**src/rtl/tfq_pkg.sv**
```systemverilog
// Package for the transmit frame queue: request and result types, action codes,
// controller states and the command and status bundles between controller and datapath.
// Depends on nothing; every other file of the block imports it.
package tfq_pkg;

  // Default sizes handed to the top level parameters.
  localparam int QUEUE_DEPTH_DEF = 8;
  localparam int MAX_FRAME_DEF   = 20;

  // Action codes carried by an input request.
  localparam logic [1:0] ACT_ORDERED  = 2'd0;
  localparam logic [1:0] ACT_POSITION = 2'd1;
  localparam logic [1:0] ACT_DONE     = 2'd2;

  // One input request.
  typedef struct packed {
    logic [1:0] action;
    logic [7:0] data_byte;
    logic       last_byte;
  } item_t;

  // One transmitted byte.
  typedef struct packed {
    logic [7:0] out_byte;
    logic       out_last;
    logic       from_slot;
  } tx_item_t;

  // Controller states.
  typedef enum logic [2:0] {
    ST_IDLE,
    ST_COPY_FIRST,
    ST_COPY,
    ST_START,
    ST_EMIT_FIRST,
    ST_EMIT
  } state_t;

  // Commands from the controller to the datapath.
  typedef struct packed {
    logic accept_byte;
    logic finish_frame;
    logic push_ordered;
    logic store_position;
    logic release_link;
    logic copy_first;
    logic copy_step;
    logic start_fifo;
    logic start_slot;
    logic emit_first;
    logic emit_step;
  } cmd_t;

  // Status from the datapath to the controller.
  typedef struct packed {
    logic asm_full;
    logic asm_overflow;
    logic fifo_full;
    logic fifo_empty;
    logic slot_valid;
    logic link_busy;
    logic copy_last;
    logic emit_last;
    logic tx_free;
  } status_t;

endpackage

```
**src/rtl/tfq_datapath.sv**
```systemverilog
// Datapath of the transmit frame queue: frame memory, queue pointers, slot and
// link flags, copy and emit counters, and the output register.
// Depends on tfq_pkg; driven by commands from tfq_controller.
module tfq_datapath #(
  parameter int QUEUE_DEPTH = tfq_pkg::QUEUE_DEPTH_DEF,
  parameter int MAX_FRAME   = tfq_pkg::MAX_FRAME_DEF
) (
  input  logic              clk,
  input  logic              rst,
  input  logic [7:0]        data_byte,
  input  tfq_pkg::cmd_t     cmd,
  output tfq_pkg::status_t  status,
  input  logic              tx_ready,
  output logic              tx_valid,
  output tfq_pkg::tx_item_t tx
);
  import tfq_pkg::*;

  // Memory rows: one per queue entry, then the slot row, then the assembly row.
  localparam int ROWS  = QUEUE_DEPTH + 2;
  localparam int DEPTH = ROWS * MAX_FRAME;
  localparam int AW    = $clog2(DEPTH);
  localparam int RW    = $clog2(ROWS);
  localparam int IW    = $clog2(MAX_FRAME);
  localparam int LW    = $clog2(MAX_FRAME + 1);
  localparam int QW    = $clog2(QUEUE_DEPTH);
  localparam int CW    = $clog2(QUEUE_DEPTH + 1);

  localparam logic [RW-1:0] ROW_SLOT  = RW'(QUEUE_DEPTH);
  localparam logic [RW-1:0] ROW_ASM   = RW'(QUEUE_DEPTH + 1);
  localparam logic [LW-1:0] ASM_FULL  = LW'(MAX_FRAME);
  localparam logic [QW-1:0] LAST_Q    = QW'(QUEUE_DEPTH - 1);
  localparam logic [CW-1:0] QUEUE_MAX = CW'(QUEUE_DEPTH);

  // Each memory word holds a frame byte and its end-of-frame mark.
  logic [8:0]    mem [DEPTH];
  logic [8:0]    rd_q;

  logic [LW-1:0] asm_count;
  logic          asm_overflow;
  logic [QW-1:0] head;
  logic [QW-1:0] tail;
  logic [CW-1:0] entries;
  logic          slot_valid;
  logic          link_busy;
  logic [IW-1:0] idx;
  logic [IW-1:0] last_idx;
  logic [RW-1:0] dst_row;
  logic [RW-1:0] src_row;
  logic          from_slot;

  logic          wr_en;
  logic [AW-1:0] wr_addr;
  logic [8:0]    wr_data;
  logic          rd_en;
  logic [AW-1:0] rd_addr;
  logic [IW-1:0] idx_inc;
  logic [AW-1:0] asm_base;
  logic [AW-1:0] dst_base;
  logic [AW-1:0] src_base;

  // Row base addresses.
  assign asm_base = AW'(ROW_ASM) * AW'(MAX_FRAME);
  assign dst_base = AW'(dst_row) * AW'(MAX_FRAME);
  assign src_base = AW'(src_row) * AW'(MAX_FRAME);
  assign idx_inc  = idx + IW'(1);

  // Write port: incoming bytes go to the assembly row, copy steps to the target row.
  always_comb begin
    wr_en   = (cmd.accept_byte && (asm_count != ASM_FULL)) || cmd.copy_step;
    wr_addr = asm_base + AW'(asm_count[IW-1:0]);
    wr_data = {1'b0, data_byte};
    if (cmd.copy_step) begin
      wr_addr = dst_base + AW'(idx);
      wr_data = {idx == last_idx, rd_q[7:0]};
    end
  end

  // Read port: the copy walks the assembly row, emission walks the source row.
  always_comb begin
    rd_en   = 1'b0;
    rd_addr = asm_base;
    priority if (cmd.copy_first) begin
      rd_en   = 1'b1;
      rd_addr = asm_base;
    end else if (cmd.copy_step) begin
      rd_en   = (idx != last_idx);
      rd_addr = asm_base + AW'(idx_inc);
    end else if (cmd.emit_first) begin
      rd_en   = 1'b1;
      rd_addr = src_base;
    end else if (cmd.emit_step) begin
      rd_en   = !rd_q[8];
      rd_addr = src_base + AW'(idx_inc);
    end
  end

  // Frame memory with registered read data.
  always_ff @(posedge clk) begin
    if (wr_en) begin
      mem[wr_addr] <= wr_data;
    end
  end

  always_ff @(posedge clk) begin
    if (rd_en) begin
      rd_q <= mem[rd_addr];
    end
  end

  // Control registers: assembly, queue, slot and link state.
  always_ff @(posedge clk) begin
    if (rst) begin
      asm_count    <= '0;
      asm_overflow <= 1'b0;
      head         <= '0;
      tail         <= '0;
      entries      <= '0;
      slot_valid   <= 1'b0;
      link_busy    <= 1'b0;
      from_slot    <= 1'b0;
    end else begin
      if (cmd.accept_byte) begin
        if (asm_count == ASM_FULL) begin
          asm_overflow <= 1'b1;
        end else begin
          asm_count <= asm_count + LW'(1);
        end
      end
      if (cmd.finish_frame) begin
        asm_count    <= '0;
        asm_overflow <= 1'b0;
      end
      // An ordered frame always cancels the slot, even when the queue is full.
      if (cmd.push_ordered) begin
        slot_valid <= 1'b0;
        if (entries != QUEUE_MAX) begin
          tail    <= (tail == LAST_Q) ? '0 : tail + QW'(1);
          entries <= entries + CW'(1);
        end
      end
      if (cmd.store_position) begin
        slot_valid <= 1'b1;
      end
      if (cmd.release_link) begin
        link_busy <= 1'b0;
      end
      if (cmd.start_fifo) begin
        head      <= (head == LAST_Q) ? '0 : head + QW'(1);
        entries   <= entries - CW'(1);
        link_busy <= 1'b1;
        from_slot <= 1'b0;
      end
      if (cmd.start_slot) begin
        slot_valid <= 1'b0;
        link_busy  <= 1'b1;
        from_slot  <= 1'b1;
      end
    end
  end

  // Copy and emit bookkeeping; payload only, no reset needed.
  always_ff @(posedge clk) begin
    if (cmd.finish_frame) begin
      last_idx <= asm_count[IW-1:0];
    end
    if (cmd.push_ordered) begin
      dst_row <= RW'(tail);
    end
    if (cmd.store_position) begin
      dst_row <= ROW_SLOT;
    end
    if (cmd.start_fifo) begin
      src_row <= RW'(head);
    end
    if (cmd.start_slot) begin
      src_row <= ROW_SLOT;
    end
    if (cmd.copy_first || cmd.emit_first) begin
      idx <= '0;
    end else if (cmd.copy_step || (cmd.emit_step && !rd_q[8])) begin
      idx <= idx_inc;
    end
  end

  // Output register decouples emission from the downstream ready.
  always_ff @(posedge clk) begin
    if (rst) begin
      tx_valid <= 1'b0;
    end else if (cmd.emit_step) begin
      tx_valid <= 1'b1;
    end else if (tx_ready) begin
      tx_valid <= 1'b0;
    end
  end

  always_ff @(posedge clk) begin
    if (cmd.emit_step) begin
      tx.out_byte  <= rd_q[7:0];
      tx.out_last  <= rd_q[8];
      tx.from_slot <= from_slot;
    end
  end

  // Status toward the controller.
  always_comb begin
    status.asm_full     = (asm_count == ASM_FULL);
    status.asm_overflow = asm_overflow;
    status.fifo_full    = (entries == QUEUE_MAX);
    status.fifo_empty   = (entries == '0);
    status.slot_valid   = slot_valid;
    status.link_busy    = link_busy;
    status.copy_last    = (idx == last_idx);
    status.emit_last    = rd_q[8];
    status.tx_free      = !tx_valid || tx_ready;
  end

endmodule

```
**src/rtl/tfq_controller.sv**
```systemverilog
// Controller of the transmit frame queue: accepts requests, sequences the frame
// copy into the queue or slot, picks the next frame and paces its emission.
// Depends on tfq_pkg; drives tfq_datapath through the command bundle.
module tfq_controller (
  input  logic             clk,
  input  logic             rst,
  input  logic             item_valid,
  output logic             item_ready,
  input  logic [1:0]       action,
  input  logic             last_byte,
  input  tfq_pkg::status_t status,
  output tfq_pkg::cmd_t    cmd
);
  import tfq_pkg::*;

  state_t state;
  state_t state_next;
  logic   accept;
  logic   frame_ok;

  // State register.
  always_ff @(posedge clk) begin
    if (rst) begin
      state <= ST_IDLE;
    end else begin
      state <= state_next;
    end
  end

  assign accept   = item_valid && item_ready;
  // A frame is kept only if every byte, including this final one, fit the buffer.
  assign frame_ok = !status.asm_overflow && !status.asm_full;

  // Next state and commands.
  always_comb begin
    state_next = state;
    cmd        = '0;
    item_ready = 1'b0;
    unique case (state)
      ST_IDLE: begin
        item_ready = 1'b1;
        if (accept) begin
          unique case (action)
            ACT_DONE: begin
              cmd.release_link = 1'b1;
              state_next       = ST_START;
            end
            ACT_ORDERED, ACT_POSITION: begin
              cmd.accept_byte = 1'b1;
              if (last_byte) begin
                cmd.finish_frame = 1'b1;
                if (frame_ok) begin
                  if (action == ACT_ORDERED) begin
                    cmd.push_ordered = 1'b1;
                    state_next = status.fifo_full ? ST_START : ST_COPY_FIRST;
                  end else begin
                    cmd.store_position = 1'b1;
                    state_next         = ST_COPY_FIRST;
                  end
                end
              end
            end
            default: ;
          endcase
        end
      end
      ST_COPY_FIRST: begin
        cmd.copy_first = 1'b1;
        state_next     = ST_COPY;
      end
      ST_COPY: begin
        cmd.copy_step = 1'b1;
        if (status.copy_last) begin
          state_next = ST_START;
        end
      end
      ST_START: begin
        priority if (status.link_busy) begin
          state_next = ST_IDLE;
        end else if (!status.fifo_empty) begin
          cmd.start_fifo = 1'b1;
          state_next     = ST_EMIT_FIRST;
        end else if (status.slot_valid) begin
          cmd.start_slot = 1'b1;
          state_next     = ST_EMIT_FIRST;
        end else begin
          state_next = ST_IDLE;
        end
      end
      ST_EMIT_FIRST: begin
        cmd.emit_first = 1'b1;
        state_next     = ST_EMIT;
      end
      ST_EMIT: begin
        if (status.tx_free) begin
          cmd.emit_step = 1'b1;
          if (status.emit_last) begin
            state_next = ST_IDLE;
          end
        end
      end
      default: state_next = ST_IDLE;
    endcase
  end

endmodule

```
**src/rtl/tx_frame_queue_with_latest_slot.sv**
```systemverilog
// Top level of the transmit frame queue with a latest-position slot.
// Depends on tfq_pkg, tfq_controller and tfq_datapath.
//
//   Channel   Signals                          Carries
//   request   item_valid, item_ready, item     frame byte, last mark, or done
//   transmit  tx_valid, tx_ready, tx           one byte of the frame being sent
//
// A request is taken only in the idle state. A kept frame is then copied from
// the assembly row of the frame memory byte by byte (one memory read port).
// If the link is free a frame is started, queue head before slot, and its bytes
// leave one by one as the transmit side takes them; request ready stays low until
// the last byte is in the output register. Reset is synchronous; the memory needs no clearing.
module tx_frame_queue_with_latest_slot #(
  parameter int QUEUE_DEPTH = tfq_pkg::QUEUE_DEPTH_DEF,
  parameter int MAX_FRAME   = tfq_pkg::MAX_FRAME_DEF
) (
  input  logic              clk,
  input  logic              rst,
  input  logic              item_valid,
  output logic              item_ready,
  input  tfq_pkg::item_t    item,
  output logic              tx_valid,
  input  logic              tx_ready,
  output tfq_pkg::tx_item_t tx
);
  import tfq_pkg::*;

  cmd_t    cmd;
  status_t status;

  // Sequencing.
  tfq_controller u_ctrl (
    .clk        (clk),
    .rst        (rst),
    .item_valid (item_valid),
    .item_ready (item_ready),
    .action     (item.action),
    .last_byte  (item.last_byte),
    .status     (status),
    .cmd        (cmd)
  );

  // Storage and output.
  tfq_datapath #(
    .QUEUE_DEPTH (QUEUE_DEPTH),
    .MAX_FRAME   (MAX_FRAME)
  ) u_dp (
    .clk       (clk),
    .rst       (rst),
    .data_byte (item.data_byte),
    .cmd       (cmd),
    .status    (status),
    .tx_ready  (tx_ready),
    .tx_valid  (tx_valid),
    .tx        (tx)
  );

endmodule
```
**config.mk**
```make
export PLATFORM = sky130hd
export DESIGN_NAME = tx_frame_queue_with_latest_slot
export DESIGN_NICKNAME = d
export VERILOG_FILES = /design/src/rtl/tfq_pkg.sv /design/src/rtl/tfq_datapath.sv /design/src/rtl/tfq_controller.sv /design/src/rtl/tx_frame_queue_with_latest_slot.sv
export SDC_FILE = /design/constraint.sdc
export NUM_CORES = 2
export LEC_CHECK = 0
export BUFFER_PORTS_ARGS = -buffer_cell sky130_fd_sc_hd__buf_2
export CAP_MARGIN = 20
export CELL_PAD_IN_SITES_DETAIL_PLACEMENT = 1
export CELL_PAD_IN_SITES_GLOBAL_PLACEMENT = 1
export CORE_ASPECT_RATIO = 0.5
export CORE_UTILIZATION = 49
export CTS_CLUSTER_SIZE = 12
export DETAILED_ROUTE_END_ITERATION = 12
export PLACE_DENSITY_LB_ADDON = 0.3
export SYNTH_ARGS = -nofsm -noshare
export SYNTH_HDL_FRONTEND = slang
export SYNTH_SLANG_ARGS = --single-unit
```
**constraint.sdc**
```tcl
create_clock -name clk -period 11.56 [get_ports clk]
set_input_delay 0 -clock clk [delete_from_list [all_inputs] [get_ports clk]]
set_output_delay 0 -clock clk [all_outputs]
set_load 0.01 [all_outputs]
```
## Word level (Yosys, flattened, before mapping)

Memory sizes are Yosys's and may differ from the RTL's. A register that Yosys moved wholly into a read port is not among the register bits.
Index checks and enable logic that the tools add are counted.

- Memories kept: 1
- RAM bits: 1800
- Word-level logic and storage cells: 140
- Register bits: 51

- Reduce and logical (&&, ||, !) cells: 29
- Add/sub/neg operators: 10
- Multiplexer cells: 58
- Bitwise logic cells: 1
- Multiply operators: 2
- Eq/ne operators: 22

Memory list:

| memory | depth | bits a word | read ports | clocked after Yosys merged registers in | wr ports | line | RTL |
|---|---|---|---|---|---|---|---|
| u_dp.mem | 200 | 9 | 1 | 1 | 1 | tfq_datapath.sv:36 | `logic [8:0] mem [DEPTH];` |

Operator list:

| cell | number |
|---|---|
| $mux 8 | 5 |
| $mux 3 | 13 |
| $mux 1 | 27 |
| $pmux 3 s6 | 1 |
| $add 8x5->8 | 2 |
| $add 8x5->8 const A | 2 |
| $mux 4 | 4 |
| $eq 3x3->1 const B | 4 |
| $mul 4x3->6 const B | 2 |
| $add 5x1->5 const B | 2 |
| $mux 5 | 2 |
| $reduce_bool 2->1 | 5 |
| $mux 9 | 1 |
| $mux 2 | 4 |
| $reduce_and 2->1 | 4 |
| $reduce_and 7->1 | 1 |
| $add 3x1->3 const B | 2 |
| $eq 3x2->1 const B | 2 |
| $ne 3x3->1 const B | 2 |
| $pmux 3 s2 | 1 |
| $reduce_or 2->1 | 3 |
| $eq 5x5->1 | 1 |
| $eq 5x5->1 const B | 1 |
| $ne 5x5->1 | 1 |
| 19 further kinds | 30 |

## Longest topological paths before layout

- Word-level depth: 12
- Mapped depth: 22

## By module

A second synthesis with hierarchy kept.

- Cells, all modules: 5491
- Area, all modules: 78246.3 um^2

By module, submodules not included:

| module | cells an instance | area an instance (um^2) | instances |
|---|---|---|---|
| tfq_datapath | 5452 | 77936.0 | 1 |
| tfq_controller | 39 | 310.3 | 1 |

## Worst setup path after synthesis

No wires, ideal clock.

- Kind: register to register
- Start: register u_dp.idx[0]
- End: register u_dp.rd_q[0], read port of u_dp.mem (enable)
- Arrival time: 11.212 ns
- Library setup time: 0.855 ns
- Period minus slack after synthesis: 12.066 ns
- Stages on the path, launching flop included: 12
- Slack: -0.506 ns
- Cells stage by stage: dfxtp_1 buf_4 buf_2 buf_2 buf_2 buf_2 buf_2 buf_2 xnor2_1 nand4_1 nor3_1 nor2_1

- Elaborated cells on any way between the ends: 10
- Those cells by class: add/sub (3); eq/ne (1); mux (6)

RTL lines:

| what | line | RTL |
|---|---|---|
| start: declaration | tfq_datapath.sv:46 | `logic [IW-1:0] idx;` |
| start signal: assignment | tfq_datapath.sv:182 | `idx <= idx_inc;` |
| $ne 5x5->1 | tfq_datapath.sv:87 | `rd_en = (idx != last_idx);` |
| $mux 1 | tfq_datapath.sv:86 | `end else if (cmd.copy_step) begin` |
| $mux 1 | tfq_datapath.sv:83 | `priority if (cmd.copy_first) begin` |
| net u_dp.rd_en | tfq_datapath.sv:55 | `logic rd_en;` |
| end: declaration | tfq_datapath.sv:37 | `logic [8:0] rd_q;` |

The timed path passes the listed nets, and every way through them passes these cells.
A chain may end at the register's enable or synchronous reset.

## Worst setup path after layout

- Start: register u_dp.idx[0]
- End: register u_dp.rd_q[5], read port of u_dp.mem, data pin

- Cells in the longest elaborated chain, start to end: 6
- Elaborated cells on any way between the ends: 10
- Those cells by class: add/sub (3); eq/ne (1); mux (6)

Ends and longest elaborated chain:

| what | line | RTL |
|---|---|---|
| $add 5x1->5 (*) | tfq_datapath.sv:66 | `assign idx_inc = idx + IW'(1);` |
| net u_dp.idx_inc[2] | tfq_datapath.sv:57 | `logic [IW-1:0] idx_inc;` |
| $add 8x5->8 | tfq_datapath.sv:94 | `rd_addr = src_base + AW'(idx_inc);` |
| $mux 8 | tfq_datapath.sv:92 | `end else if (cmd.emit_step) begin` |
| $mux 8 | tfq_datapath.sv:89 | `end else if (cmd.emit_first) begin` |
| $mux 8 (*) | tfq_datapath.sv:86 |  |
| $mux 8 (*) | tfq_datapath.sv:83 |  |

The timed path passes the listed nets; every way through them passes the cells marked *.

==> results.ini <==
[outcome]
status=finished clean

[synthesis]
ys.flop_type=edfxtp_1
synth_cells=5442
async_flop_share=0
synthSimpleGateAreaFrac=0.0770
synth_seq_cells=1860
synth_adder_area_share=0.00537
synthMuxAreaShare=0.0709
synth_cell_type_count=94
synth_top_family_by_area=compound AO/OA/AOI/OAI gates
syn-cell-area_um2=79200
ys.warnings.count=0
avgSynthCellArea_um2=14.6
synth_compound_area_frac=0.116
syn_nets=5488
ys_seq_area_frac=0.700
synth_edf_count=1824
synth_xor_xnor_area_share=0.00327

[critical_path]
end_kind=flip-flop
arrival_ns=7.32
crit_slowest_cell=nor4_1
startpoint_type=flip-flop
cp_max_fo=60
crit_top_cell=buf_4
path_buf_inv=4
crit_path_cell_trace=ha_4, xnor2_1, inv_1, ha_1, fa_1, a311o_2, buf_4, buf_4, a21oi_4, buf_4, o221ai_1, o22ai_1, nor4_2, nor4_1, nand4bb_1
required_ns=12.22
critPathMaxStageDelay_ns=1.12
crit_type=flip-flop to flip-flop
cpLargestDelayFamily=buffers and inverters

[route]
drt_iter0_drc=8178
first_pass_iters=9
ant_nets=0
vias=52200
wire_per_inst_um=34.5
drc=0
wl_mm=260
viasPerCell=6.93

[die]
io-pin-count=27
die_area_um2=163000
start_util=0.498
core_um2=159000
num_rows=103
die_h_um=286
dieWidth_um=571

[global_routing]
grt_antenna_before_repair=20
grt.overflow.total=0
grt_pass1_wl_mm=372
grt_use_total=0.313
grt_max_degree=165
grt_pass1_vias=52000

[clocking]
clockRootBuffer=clkbuf_16
clkSinkCount=1860
h-tree-depth=4
cts_buffer_depth=3
cts_made_buffers=176
insertion_delay_ns=0.82
clk_pin_slew_ns=0.06
cts_tree=done

[placed_design]
gp_congestion=0.921
placedCellCount=7278
place_area_um2=81200
port_buffers=26
dp_hpwl_mm=154
dp_worst_setup_slack_ns=5.32

[timing]
finalCritPeriodShare=0.576
fmax_ghz=0.150
maxSlewViolCount=0
finalSetupViolations=0
rsz0062_at_grt=false
layout_setup_ws_ns=4.90
hold_ws_ns=0.114
period_needed_ns=6.66
clock_skew_ns=0.0290
tns_ns=0
slew_headroom=0.111
hold_violations=0
tightest_slew_ns=1.32

[layout]
nets=5373
final_area_um2=86300
layout-drive-gt1-share=0.128
final_cell_count_no_fill=7540
synthToLayoutAreaGrowth_pct=8.87
postLayoutCoreUtil=0.542

[pwr]
powerDensity_nw_per_um2=201
power.total_mw=17.4
p_leak_nw=26.9
irDropWorstVdd_mv=0.215

[flow_run]
drv_cap=0

[min_path]
min-delay-path-class=input pin to flip-flop

==> worst min-delay path, cell delays in order <==
cell,delay (ns)
buf_2,0.10
nand2_1,0.10
nand2_4,0.38
==> report_power, final <==
group          leakage [nW]  switching, mW  internal [mW]  total, mW
clock network          2.33           2.48           2.77       5.26
logic                  7.49           3.19           1.30       4.48
registers              17.1         0.0560           7.58       7.64
total                  26.9           5.73           11.7       17.4
==> cell usage in the layout (no fill, tap or decap), drive strengths merged, types with 79 or more instances in the layout <==
cell type  instances
nand3            157
o211ai           107
nand2            373
nor2             349
mux2             237
nor3              91
a21oi            199
or3               79
mux2i            243
edfxtp          1824
buf              139
o22ai            106
o21ai            179
o221ai           125
clkbuf           218
==> timing repair <==
| action | CTS | global route |
|---|---|---|
| setup buffers | 0 | 0 |
| setup endpoints to repair | 0 | 0 |
| hold endpoints to repair | 32 | 22 |
| hold buffers | 9 | 1 |
| gates resized for setup | 0 | 0 |
==> cell type report <==
class,count,area [um2]
inverters,37,146
clock buffers,216,4600
flip-flops and latches,1860,55500
diodes,4,10.0
fillers,14900,72900
repair buffers,151,1260
multi-input cells,3101,21900
well taps,2152,2690
clock inverters,19,193
==> per-layer routing <==
| layer | vias up | share of wire | track usage | wire length [um] |
|---|---|---|---|---|
| li1 | 21400 | - | - | - |
| met1 | 27000 | 0.40 | 0.436 | 103000 |
| met2 | 3271 | 0.45 | 0.481 | 117000 |
| met3 | 578 | 0.11 | 0.0709 | 28900 |
| met4 | 16 | 0.039 | 0.120 | 10100 |
| met5 | - | 0.00045 | 0 | 116 |
==> sequential cells by signal (all words and copies together), names as in the netlist, 3 cells and up <==
signal / cells
u_ctrl.state: 3
u_dp.asm_count: 5
u_dp.dst_row: 4
u_dp.entries: 4
u_dp.head: 3
u_dp.idx: 5
u_dp.last_idx: 5
u_dp.mem: 1800
u_dp.rd_q: 9
u_dp.src_row: 4
u_dp.tail: 3
u_dp.tx: 10
==> kinds of logic (layout without fill, tap and decap cells) <==
kind of cell,after synthesis,after routing
other,0,4
XOR/XNOR,28,28
AND/OR/NAND/NOR,1270,1270
multiplexers,503,503
flip-flops,1860,1860
AO/OA/AOI/OAI,1269,1269
adder cells (fa/ha/maj),31,31
buffers and inverters,481,423
==> final timing paths <==
path                                    from         endpoint  slack (ns)  depth (start not counted)
worst max-delay path             u_dp.idx[0]     u_dp.rd_q[5]        4.90                         15
worst min-delay path                 item[3]  u_dp.mem[16][2]        0.11                          3
worst max register to register   u_dp.idx[0]     u_dp.rd_q[5]        4.90                         15
worst min register to register  u_dp.head[1]  u_dp.src_row[1]        0.49                          2
==> synthesized netlist by cell type, drive strengths merged, types with 28 or more instances <==
| cell | number | area (um2) |
|---|---|---|
| nand2b | 47 | 294 |
| a221oi | 45 | 394 |
| nand2 | 373 | 1410 |
| o21ai | 179 | 907 |
| o211ai | 107 | 803 |
| a21oi | 199 | 1000 |
| nor4 | 28 | 225 |
| nor3 | 91 | 470 |
| edfxtp | 1824 | 54800 |
| a311oi | 36 | 333 |
| buf | 209 | 1100 |
| o2bb2ai | 34 | 298 |
| and3 | 33 | 206 |
| clkbuf | 235 | 882 |
| nor2 | 349 | 1320 |
| inv | 37 | 139 |
| mux2 | 237 | 2670 |
| a222oi | 32 | 320 |
| mux2i | 243 | 2430 |
| o221ai | 125 | 1090 |
| o22ai | 106 | 663 |
| a31oi | 58 | 369 |
| a211o | 45 | 394 |
| a211oi | 49 | 368 |
| nand3 | 157 | 796 |
| a2111oi | 31 | 272 |
| dfxtp | 36 | 721 |
| or3 | 79 | 494 |
| and2 | 29 | 181 |
Power figures use the tool's default switching activity.
